`config.mk`:
```
export PLATFORM = sky130hd
export DESIGN_NAME = bounded_linked_list_engine_unit_flat
export DESIGN_NICKNAME = d
export VERILOG_FILES = /design/src/hw/rtl/bll_pkg.sv /design/src/hw/rtl/bll_if.sv /design/src/hw/rtl/bll_ram.sv /design/src/hw/rtl/bounded_linked_list_engine_unit.sv /design/src/flat_wrapper.sv
export SDC_FILE = /design/constraint.sdc
export NUM_CORES = 2
export LEC_CHECK = 0
export ABC_CLOCK_PERIOD_IN_PS = 10000
export BUFFER_PORTS_ARGS = -buffer_cell sky130_fd_sc_hd__buf_2
export CAP_MARGIN = 20
export CORE_MARGIN = 3
export CORE_UTILIZATION = 45
export DETAILED_ROUTE_END_ITERATION = 12
export SKIP_LAST_GASP = 1
export SLEW_MARGIN = 20
export SYNTH_ARGS = -nofsm -noshare
export SYNTH_HDL_FRONTEND = slang
export SYNTH_SLANG_ARGS = --single-unit
```
`constraint.sdc`:
```
create_clock -name clk -period 10 [get_ports clk]
set_input_delay 3 -clock clk [delete_from_list [all_inputs] [get_ports clk]]
set_output_delay 3 -clock clk [all_outputs]
set_load 0.01 [all_outputs]
```
`src/hw/rtl/bll_pkg.sv`:
```
// Shared types, command and status codes and default sizes for the
// bounded linked list engine. No dependencies; the interfaces, the engine and the testbench use it.
package bll_pkg;

	localparam int DEPTH_DEFAULT     = 32;
	localparam int KEY_WIDTH_DEFAULT = 32;

	localparam int CMD_W    = 3;
	localparam int STATUS_W = 3;
	localparam int ITEM_W   = 32;
	localparam int COUNT_W  = 6;
	localparam int WIDE_W   = 64;

	localparam logic [CMD_W-1:0] CMD_INS_FRONT = 3'd0;
	localparam logic [CMD_W-1:0] CMD_INS_END   = 3'd1;
	localparam logic [CMD_W-1:0] CMD_SEARCH    = 3'd2;
	localparam logic [CMD_W-1:0] CMD_DELETE    = 3'd3;
	localparam logic [CMD_W-1:0] CMD_READ_OUT  = 3'd4;

	localparam logic [STATUS_W-1:0] STATUS_INSERTED  = 3'd0;
	localparam logic [STATUS_W-1:0] STATUS_FOUND     = 3'd1;
	localparam logic [STATUS_W-1:0] STATUS_NOT_FOUND = 3'd2;
	localparam logic [STATUS_W-1:0] STATUS_DELETED   = 3'd3;
	localparam logic [STATUS_W-1:0] STATUS_EMPTY     = 3'd4;
	localparam logic [STATUS_W-1:0] STATUS_FULL      = 3'd5;

	typedef enum logic [1:0] {
		ST_IDLE,
		ST_REPLY,
		ST_INSERT,
		ST_WALK
	} state_t;

endpackage

```
`src/hw/rtl/bll_if.sv`:
```
// Valid/ready channel interfaces for the command and response sides of the
// bounded linked list engine. Depends on bll_pkg for the field widths.
interface bll_cmd_if;
	logic                                 valid;
	logic                                 ready;
	logic [bll_pkg::CMD_W-1:0]            cmd;
	logic signed [bll_pkg::ITEM_W-1:0]    key_value;

	modport source(output valid, cmd, key_value, input ready);
	modport sink(input valid, cmd, key_value, output ready);
endinterface

interface bll_rsp_if;
	logic                                 valid;
	logic                                 ready;
	logic [bll_pkg::STATUS_W-1:0]         status;
	logic signed [bll_pkg::ITEM_W-1:0]    item_value;
	logic [bll_pkg::COUNT_W-1:0]          entry_count;
	logic                                 last_result;

	modport source(output valid, status, item_value, entry_count, last_result, input ready);
	modport sink(input valid, status, item_value, entry_count, last_result, output ready);
endinterface

```
`src/hw/rtl/bll_ram.sv`:
```
// Generic single-port-write, single-port-read RAM with a registered read.
// No dependencies.
module bll_ram #(
	parameter int WIDTH = 32,
	parameter int DEPTH = 32
) (
	input  logic                     clk,
	input  logic                     we,
	input  logic [$clog2(DEPTH)-1:0] waddr,
	input  logic [WIDTH-1:0]         wdata,
	input  logic [$clog2(DEPTH)-1:0] raddr,
	output logic [WIDTH-1:0]         rdata
);

	logic [WIDTH-1:0] mem [DEPTH];

	always_ff @(posedge clk) begin
		if (we) begin
			mem[waddr] <= wdata;
		end
		rdata <= mem[raddr];
	end

endmodule

```
`src/hw/rtl/bounded_linked_list_engine_unit.sv`:
```
// Top level of the bounded linked list engine: sequencer, list registers and
// output register. Depends on bll_pkg, bll_if (channels) and bll_ram.
//
// The request channel carries one command per beat: insert at front, insert
// at end, search, delete or read out. The response channel returns one beat
// per result; last_result marks the final beat of a command. Inserts, searches
// and deletes give one beat, a read out gives one beat per list entry, or one on an empty list.
// Keys live in a key RAM and a link RAM read at one shared address; free slots
// sit on a stack in a third RAM. Commands are handled one at a time, and the
// request side is ready only while the sequencer is idle.
// After a command is accepted, an insert or an immediate reply loads the output
// register from the INSERT or REPLY state. Search and delete walk one entry per
// cycle through the link RAM read port and load it at the match or the last entry.
// A read out loads one result per cycle while the receiver keeps up. The request
// side reopens in the cycle after the final load.
// A result waits in the output register while the receiver stalls; a read out
// then pauses its walk, other commands hold their final step until the beat
// goes out. Reset empties the list at once: the free stack needs no clearing
// pass because slots that were never handed out are numbered by a low-water
// mark. Key and link RAM contents are not cleared.
module bounded_linked_list_engine_unit #(
	parameter int DEPTH     = bll_pkg::DEPTH_DEFAULT,
	parameter int KEY_WIDTH = bll_pkg::KEY_WIDTH_DEFAULT
) (
	input  logic             clk,
	input  logic             arst_n,
	bll_cmd_if.sink          request,
	bll_rsp_if.source        response
);

	localparam int SW       = $clog2(DEPTH);
	localparam int CW       = $clog2(DEPTH + 1);
	localparam int COUNT_W  = bll_pkg::COUNT_W;
	localparam int ITEM_W   = bll_pkg::ITEM_W;
	localparam int WIDE_W   = bll_pkg::WIDE_W;
	localparam int STATUS_W = bll_pkg::STATUS_W;
	localparam int CMD_W    = bll_pkg::CMD_W;
	localparam logic [CW-1:0] DEPTH_C = CW'(DEPTH);

	bll_pkg::state_t state_q, state_d;

	// List bookkeeping.
	logic [SW-1:0] head_q, tail_q;
	logic [CW-1:0] len_q, free_top_q, low_q;

	// Command context.
	logic [CMD_W-1:0]    cmd_q;
	logic [ITEM_W-1:0]   req_q;
	logic [KEY_WIDTH-1:0] key_q;
	logic [STATUS_W-1:0] status_q;
	logic [SW-1:0]       cur_q, prev_q;
	logic [CW-1:0]       idx_q;

	// Output register.
	logic                 out_valid_q;
	logic [STATUS_W-1:0]  out_status_q;
	logic [ITEM_W-1:0]    out_item_q;
	logic [COUNT_W-1:0]   out_count_q;
	logic                 out_last_q;

	// Memory ports.
	logic [KEY_WIDTH-1:0] key_rd;
	logic [SW-1:0]        link_rd, free_rd;
	logic [SW-1:0]        list_raddr;
	logic                 key_we, link_we, free_we;
	logic [SW-1:0]        link_waddr, link_wdata;

	// Sequencer strobes and result fields.
	logic                 accept, advance, do_insert, do_delete, load;
	logic [STATUS_W-1:0]  status_d, ld_status;
	logic [ITEM_W-1:0]    ld_item;
	logic [COUNT_W-1:0]   ld_count;
	logic                 ld_last;

	logic                 can_load, last_idx, match, front;
	logic [CW-1:0]        pop_idx, fresh_slot;
	logic [SW-1:0]        slot;
	logic [WIDE_W-1:0]    key_in_wide, key_out_wide;
	logic [KEY_WIDTH-1:0] key_in;
	logic [ITEM_W-1:0]    key_out;

	assign key_in_wide  = WIDE_W'(request.key_value);
	assign key_in       = key_in_wide[KEY_WIDTH-1:0];
	assign key_out_wide = WIDE_W'(signed'(key_rd));
	assign key_out      = key_out_wide[ITEM_W-1:0];

	assign can_load = !out_valid_q || response.ready;
	assign last_idx = (idx_q + CW'(1)) == len_q;
	assign match    = key_rd == key_q;
	assign front    = cmd_q == bll_pkg::CMD_INS_FRONT;

	// Stack entries below the low-water mark were never written; their slot numbers
	// are worked out here instead, counting up from slot 0 at the top.
	assign pop_idx    = free_top_q - CW'(1);
	assign fresh_slot = DEPTH_C - CW'(1) - pop_idx;
	assign slot       = (pop_idx >= low_q) ? free_rd : fresh_slot[SW-1:0];

	always_comb begin
		state_d    = state_q;
		request.ready = 1'b0;
		accept     = 1'b0;
		advance    = 1'b0;
		do_insert  = 1'b0;
		do_delete  = 1'b0;
		load       = 1'b0;
		status_d   = bll_pkg::STATUS_NOT_FOUND;
		ld_status  = status_q;
		ld_item    = req_q;
		ld_count   = COUNT_W'(len_q);
		ld_last    = 1'b1;
		list_raddr = cur_q;

		case (state_q)
			bll_pkg::ST_IDLE: begin
				request.ready = 1'b1;
				list_raddr    = head_q;
				if (request.valid) begin
					accept = 1'b1;
					case (request.cmd)
						bll_pkg::CMD_INS_FRONT, bll_pkg::CMD_INS_END: begin
							if (len_q >= DEPTH_C || free_top_q == '0) begin
								status_d = bll_pkg::STATUS_FULL;
								state_d  = bll_pkg::ST_REPLY;
							end else begin
								state_d = bll_pkg::ST_INSERT;
							end
						end
						bll_pkg::CMD_SEARCH: begin
							status_d = bll_pkg::STATUS_NOT_FOUND;
							state_d  = (len_q == '0) ? bll_pkg::ST_REPLY : bll_pkg::ST_WALK;
						end
						bll_pkg::CMD_DELETE, bll_pkg::CMD_READ_OUT: begin
							status_d = bll_pkg::STATUS_EMPTY;
							state_d  = (len_q == '0) ? bll_pkg::ST_REPLY : bll_pkg::ST_WALK;
						end
						default: begin
							state_d = bll_pkg::ST_IDLE;
						end
					endcase
				end
			end
			bll_pkg::ST_REPLY: begin
				if (can_load) begin
					load    = 1'b1;
					ld_item = (cmd_q == bll_pkg::CMD_READ_OUT) ? '0 : req_q;
					state_d = bll_pkg::ST_IDLE;
				end
			end
			bll_pkg::ST_INSERT: begin
				if (can_load) begin
					do_insert = 1'b1;
					load      = 1'b1;
					ld_status = bll_pkg::STATUS_INSERTED;
					ld_count  = COUNT_W'(len_q + CW'(1));
					state_d   = bll_pkg::ST_IDLE;
				end
			end
			bll_pkg::ST_WALK: begin
				// The RAMs hold the entry at cur_q; advancing issues the read
				// of its successor, stalling re-reads the same entry.
				if (cmd_q == bll_pkg::CMD_READ_OUT) begin
					if (can_load) begin
						load      = 1'b1;
						ld_status = bll_pkg::STATUS_FOUND;
						ld_item   = key_out;
						ld_last   = last_idx;
						if (last_idx) begin
							state_d = bll_pkg::ST_IDLE;
						end else begin
							advance = 1'b1;
						end
					end
				end else if (match || last_idx) begin
					if (can_load) begin
						load = 1'b1;
						if (!match) begin
							ld_status = bll_pkg::STATUS_NOT_FOUND;
						end else if (cmd_q == bll_pkg::CMD_DELETE) begin
							do_delete = 1'b1;
							ld_status = bll_pkg::STATUS_DELETED;
							ld_count  = COUNT_W'(len_q - CW'(1));
						end else begin
							ld_status = bll_pkg::STATUS_FOUND;
						end
						state_d = bll_pkg::ST_IDLE;
					end
				end else begin
					advance = 1'b1;
				end
				if (advance) begin
					list_raddr = link_rd;
				end
			end
			default: begin
				state_d = bll_pkg::ST_IDLE;
			end
		endcase
	end

	// Write ports: an insert stores the key and, unless the list was empty, one link;
	// a delete splices out one link unless it removes the head, and pushes the freed slot.
	always_comb begin
		key_we     = do_insert;
		link_we    = 1'b0;
		link_waddr = prev_q;
		link_wdata = link_rd;
		free_we    = do_delete;
		if (do_insert) begin
			link_we    = len_q != '0;
			link_waddr = front ? slot : tail_q;
			link_wdata = front ? head_q : slot;
		end else if (do_delete) begin
			link_we = idx_q != '0;
		end
	end

	bll_ram #(.WIDTH(KEY_WIDTH), .DEPTH(DEPTH)) u_key_ram (
		.clk   (clk),
		.we    (key_we),
		.waddr (slot),
		.wdata (key_q),
		.raddr (list_raddr),
		.rdata (key_rd)
	);

	bll_ram #(.WIDTH(SW), .DEPTH(DEPTH)) u_link_ram (
		.clk   (clk),
		.we    (link_we),
		.waddr (link_waddr),
		.wdata (link_wdata),
		.raddr (list_raddr),
		.rdata (link_rd)
	);

	bll_ram #(.WIDTH(SW), .DEPTH(DEPTH)) u_free_ram (
		.clk   (clk),
		.we    (free_we),
		.waddr (free_top_q[SW-1:0]),
		.wdata (cur_q),
		.raddr (pop_idx[SW-1:0]),
		.rdata (free_rd)
	);

	always_ff @(posedge clk or negedge arst_n) begin
		if (!arst_n) begin
			state_q <= bll_pkg::ST_IDLE;
		end else begin
			state_q <= state_d;
		end
	end

	always_ff @(posedge clk or negedge arst_n) begin
		if (!arst_n) begin
			head_q      <= '0;
			tail_q      <= '0;
			len_q       <= '0;
			free_top_q  <= DEPTH_C;
			low_q       <= DEPTH_C;
			out_valid_q <= 1'b0;
		end else begin
			if (do_insert) begin
				free_top_q <= pop_idx;
				len_q      <= len_q + CW'(1);
				if (pop_idx < low_q) begin
					low_q <= pop_idx;
				end
				if (len_q == '0) begin
					head_q <= slot;
					tail_q <= slot;
				end else if (front) begin
					head_q <= slot;
				end else begin
					tail_q <= slot;
				end
			end else if (do_delete) begin
				free_top_q <= free_top_q + CW'(1);
				len_q      <= len_q - CW'(1);
				if (idx_q == '0) begin
					head_q <= link_rd;
				end
				if (last_idx) begin
					tail_q <= prev_q;
				end
			end
			if (load) begin
				out_valid_q <= 1'b1;
			end else if (response.ready) begin
				out_valid_q <= 1'b0;
			end
		end
	end

	always_ff @(posedge clk) begin
		if (accept) begin
			cmd_q    <= request.cmd;
			req_q    <= request.key_value;
			key_q    <= key_in;
			status_q <= status_d;
			cur_q    <= head_q;
			prev_q   <= head_q;
			idx_q    <= '0;
		end else if (advance) begin
			prev_q <= cur_q;
			cur_q  <= link_rd;
			idx_q  <= idx_q + CW'(1);
		end
		if (load) begin
			out_status_q <= ld_status;
			out_item_q   <= ld_item;
			out_count_q  <= ld_count;
			out_last_q   <= ld_last;
		end
	end

	assign response.valid       = out_valid_q;
	assign response.status      = out_status_q;
	assign response.item_value  = out_item_q;
	assign response.entry_count = out_count_q;
	assign response.last_result = out_last_q;

endmodule

```
`src/flat_wrapper.sv`:
```
// flat-port wrapper written by rule: the top's interface ports become plain ports
module bounded_linked_list_engine_unit_flat 
#(
	parameter int DEPTH     = bll_pkg::DEPTH_DEFAULT,
	parameter int KEY_WIDTH = bll_pkg::KEY_WIDTH_DEFAULT
)
  (clk, arst_n, request_valid, request_cmd, request_key_value, request_ready, response_valid, response_status, response_item_value, response_entry_count, response_last_result, response_ready);
  bll_cmd_if request_i ();
  bll_rsp_if response_i ();
  input  logic clk;
  input  logic arst_n;
  input wire logic [$bits(request_i.valid)-1:0] request_valid;
  input wire logic [$bits(request_i.cmd)-1:0] request_cmd;
  input wire logic [$bits(request_i.key_value)-1:0] request_key_value;
  output wire logic [$bits(request_i.ready)-1:0] request_ready;
  output wire logic [$bits(response_i.valid)-1:0] response_valid;
  output wire logic [$bits(response_i.status)-1:0] response_status;
  output wire logic [$bits(response_i.item_value)-1:0] response_item_value;
  output wire logic [$bits(response_i.entry_count)-1:0] response_entry_count;
  output wire logic [$bits(response_i.last_result)-1:0] response_last_result;
  input wire logic [$bits(response_i.ready)-1:0] response_ready;
  assign request_i.valid = request_valid;
  assign request_i.cmd = request_cmd;
  assign request_i.key_value = request_key_value;
  assign request_ready = request_i.ready;
  assign response_valid = response_i.valid;
  assign response_status = response_i.status;
  assign response_item_value = response_i.item_value;
  assign response_entry_count = response_i.entry_count;
  assign response_last_result = response_i.last_result;
  assign response_i.ready = response_ready;
  bounded_linked_list_engine_unit #(.DEPTH(DEPTH), .KEY_WIDTH(KEY_WIDTH)) u_core (.clk(clk), .arst_n(arst_n), .request(request_i), .response(response_i));
endmodule
```
==> impl_results.md <==
- Final number of hold-violating endpoints: 0
- Final design utilization: 0.516
- Core Box Area: 132,000 µm²
- Worst path bufs/invs: 4
- Cell family contributing the most delay on the critical path: simple AND/OR/NAND/NOR gates
- Overall power consumption: 24.3 mW
- Ratio of cells with drive above 1 in the final layout: 0.126
- Critical path, cell by cell: buf_4, inv_1, ha_1, xnor2_4, inv_1, ha_1, a21o_1, a21o_1, a221o_1, a31oi_2, mux2i_1, nand3_1, nor2_4, buf_4
- Netlist Area Pre-Place: 60,500 µm²
- Antenna violations before repair: 4
- Quantity of hold-fixing buffers added after cts: 0
- Post-route non-filler standard cell count: 6,047
- Gates resized, CTS repair: 0
- Startpoint of the most critical hold path: u_core.free_top_q[5]
- Clock tree from TritonCTS: yes
- Combined global-route utilization of all metal layers: 0.242
- Residual DRC count: 0
- Crit. End Element: register
- Number of different library cells in the post-synthesis netlist: 66
- Beginning of the critical path: u_core.free_top_q[0]
- Data required time of the worst path: 10.42 ns
- Fin area: 68,300 µm²
- Instance count on the critical path: 14
- DR vias/cell: 6.01
- Worst hold path type: reg2reg
- Global-route wire length before repair: 249 mm
- Clk sink count: 1,513
- Largest vdd supply drop: 0.000574 V
- Post-synthesis sequential area ratio: 0.741
- Smallest setup slack after layout: 3.08 ns
- Largest buffer count on any clock path: 3
- Worst R2R Setup Slack: 3.08 ns
- Horizontal die dimension: 373 µm
- Result of the run: complete, no violations
- Met3 WL: 14.4 mm
- I/O pins: 83
- Critical Path Fanout Max: 49
- Maximum number of pins on one net before global-route repair: 144
- Setup TNS Final: 0 ns
- Unrepaired setup endpoints after global routing: no
- GRT Residual Overflow: 0
- Average wire per cell in the routed design: 28.4 µm
- Pre-CTS setup slack: 2.63 ns
- Cells after Synth: 4,041
- Critical Setup Path Class: reg2reg
- Share of synthesized flip-flops with an asynchronous set or reset: 0.0205
- Transition time of the tightest slew-check pin: 1.06 ns
- Worst max-slew margin expressed relative to the limit: 0.287
- R2R Path Start: u_core.free_top_q[0]
- Starting DRT DRC Count: 4,451
- Tcrit/Tclk final: 0.692
- Worst stage delay on the critical path: 0.89 ns
- Hold path depth: 1
- Register clock-pin slew on the reported worst setup and hold paths: 0.06 ns
- Top flip-flop cell by instance count after synthesis: sky130_fd_sc_hd__edfxtp_1
- Skew final: 0.0408 ns
- Clock insertion delay at the later pin of the skew report: 0.79 ns
- Die Outline Area: 139,000 µm²
- Setup-violating endpoint count in the final report: 0
- PortBufs: 82
- Post-route antenna net violation count: 0
- Critical path's slowest cell: sky130_fd_sc_hd__nor2_4
- Aggregate routed wire length: 172 mm
- Number of global-route vias before repair: 34,900
- Number of H-tree levels: 4
- Worst Path Arrival: 7.34 ns
- Final hold slack: 0.505 ns
- RD Place Congestion: 0.815
- Final #Nets: 4,220
- Final Critical Period: 6.92 ns
- Worst r2r path cells: 14
- Number of max-cap violations: 0
- Count of fill cells added during filler insertion: 11,000
- Count of vias placed by the detailed router: 36,300
- Final Max Tran Viols: 0
- Post-CTS Setup Repair Bufs: 0
- Kind of start point of the critical path: register
- Met1 wire length: 73.1 mm
- Initial Utilization: 0.457
- Post-synthesis sequential element count: 1,513
- Total placed instance area: 63,300 µm²
- Inst Count DP: 5,756
- Length of the first detailed-routing pass in iterations: 6
- Net count after synthesis: 4,100
- Cell row count: 133
- Power per unit of standard cell area: 355 nW/µm²
- Average cell area after synthesis: 15.0 µm²
- Leakage power figure: 23.0 nW
- Cell chosen for the clock root: sky130_fd_sc_hd__clkbuf_16
- Total met2 wirelength after detailed routing: 79.1 mm
- Achievable Freq: 145 MHz
- Number of flops mapped to enable cells by yosys: 1,434
- Die height: 373 µm
- Placed wire-length estimate: 94.7 mm
- Highest layer used for signal routing: met4
- TritonCTS Buffers: 157
- Growth of design area from synthesis to finish: 13.0%
- Yosys warning count: 0
[cell usage in the layout, fill, tap and decap left out, drive strengths merged, types with 5 or more instances in the layout]
master	instances
edfxtp	1434
nand2	668
mux2i	351
a21oi	318
clkbuf	220
buf	202
nor4	152
nor2	145
o22ai	114
o211ai	82
mux4	52
xnor2	49
dfxtp	48
clkinv	48
a31oi	44
inv	43
a32oi	37
o21ai	35
a22o	33
dfrtp	29
nand3	21
ha	20
nor3	17
nand4	10
xor2	10
bufinv	10
nand2b	10
mux2	9
nor2b	7
or3	7
a211oi	6
a21o	5
a22oi	5
[final timing paths]
path,end
hold reg to reg,u_core.free_top_q[5]
max in group asynchronous,u_core.free_top_q[0]
setup reg to reg,u_core.u_key_ram.mem[28][21]
min in group asynchronous,u_core.free_top_q[4]
hold / removal,u_core.free_top_q[5]
setup / recovery,u_core.u_key_ram.mem[28][21]
[area by class of cell]
type,instances,area [µm²],share of cell area
Clock inverter,69,694,0.0102
Clock buffer,220,4310,0.0631
Sequential cell,1513,44800,0.656
Inverter,36,135,0.00198
Timing Repair Buffer,202,1360,0.0198
Multi-Input combinational cell,2251,14800,0.217
Antenna cell,1,2.50,0.0000366
Tap cell,1755,2200,0.0321
[where the power goes]
part	internal, mW	switching, mW	total, mW
Combinational	3.12	7.12	10.2
Sequential	8.00	0.317	8.32
Clock	3.28	2.43	5.71
Total	14.4	9.87	24.3
[sequential cells by signal (all words and copies together) (netlist names), 6 cells and up]
| signal | flops |
|---|---|
| u_core.idx_q | 6 |
| u_core.low_q | 6 |
| u_core.req_q | 32 |
| u_core.u_link_ram.mem | 160 |
| u_core.u_key_ram.rdata | 32 |
| u_core.u_free_ram.mem | 160 |
| u_core.u_key_ram.mem | 1024 |
| u_core.response.entry_count | 6 |
| u_core.free_top_q | 6 |
| u_core.response.item_value | 32 |
| u_core.len_q | 6 |
[cell usage after synthesis, types with 3 or more instances]
master,count,share of area
sky130_fd_sc_hd__nor3_1,17,0.0014
sky130_fd_sc_hd__o211ai_1,82,0.010
sky130_fd_sc_hd__o2111a_1,3,0.00056
sky130_fd_sc_hd__o21ai_0,33,0.0027
sky130_fd_sc_hd__and2_1,4,0.00041
sky130_fd_sc_hd__a211oi_1,6,0.00074
sky130_fd_sc_hd__buf_1,8,0.00050
sky130_fd_sc_hd__dfxtp_1,48,0.016
sky130_fd_sc_hd__ha_1,20,0.0041
sky130_fd_sc_hd__nand3_1,21,0.0017
sky130_fd_sc_hd__mux2_2,9,0.0017
sky130_fd_sc_hd__buf_4,23,0.0029
sky130_fd_sc_hd__nand2b_1,10,0.0010
sky130_fd_sc_hd__a22oi_1,5,0.00062
sky130_fd_sc_hd__a22o_1,33,0.0048
sky130_fd_sc_hd__o22ai_1,114,0.012
sky130_fd_sc_hd__edfxtp_1,1434,0.71
sky130_fd_sc_hd__a21o_1,5,0.00062
sky130_fd_sc_hd__or2_2,4,0.00041
sky130_fd_sc_hd__dfrtp_1,29,0.012
sky130_fd_sc_hd__clkbuf_1,128,0.0079
sky130_fd_sc_hd__nor2b_1,7,0.00072
sky130_fd_sc_hd__a31oi_1,43,0.0044
sky130_fd_sc_hd__nand4_1,10,0.0010
sky130_fd_sc_hd__nand3b_1,3,0.00037
sky130_fd_sc_hd__mux2i_1,351,0.058
sky130_fd_sc_hd__a21oi_1,318,0.026
sky130_fd_sc_hd__inv_1,36,0.0022
sky130_fd_sc_hd__nor2_1,144,0.0089
sky130_fd_sc_hd__xnor2_1,49,0.0071
sky130_fd_sc_hd__mux4_2,52,0.019
sky130_fd_sc_hd__or3_1,7,0.00072
sky130_fd_sc_hd__nand2_1,667,0.041
sky130_fd_sc_hd__nor4_1,151,0.016
sky130_fd_sc_hd__buf_2,79,0.0065
sky130_fd_sc_hd__a32oi_1,37,0.0054
sky130_fd_sc_hd__xor2_1,10,0.0014
[cell families after synthesis]
| family | Yosys count | synth area share |
|---|---|---|
| flip-flops | 1513 | 0.741 |
| AND/OR/NAND/NOR | 1058 | 0.0755 |
| AO/OA/AOI/OAI | 702 | 0.0715 |
| multiplexers | 412 | 0.0791 |
| buffers and inverters | 277 | 0.0205 |
| XOR/XNOR | 59 | 0.00854 |
| adder cells (fa/ha/maj) | 20 | 0.00414 |
[routing by layer]
metal  vias up  track usage
met3       295       0.0406
li1      15800            -
met4         0       0.0800
met5         -            0
met1     18600        0.352
met2      1685        0.374
Power figures use the tool's default switching activity.
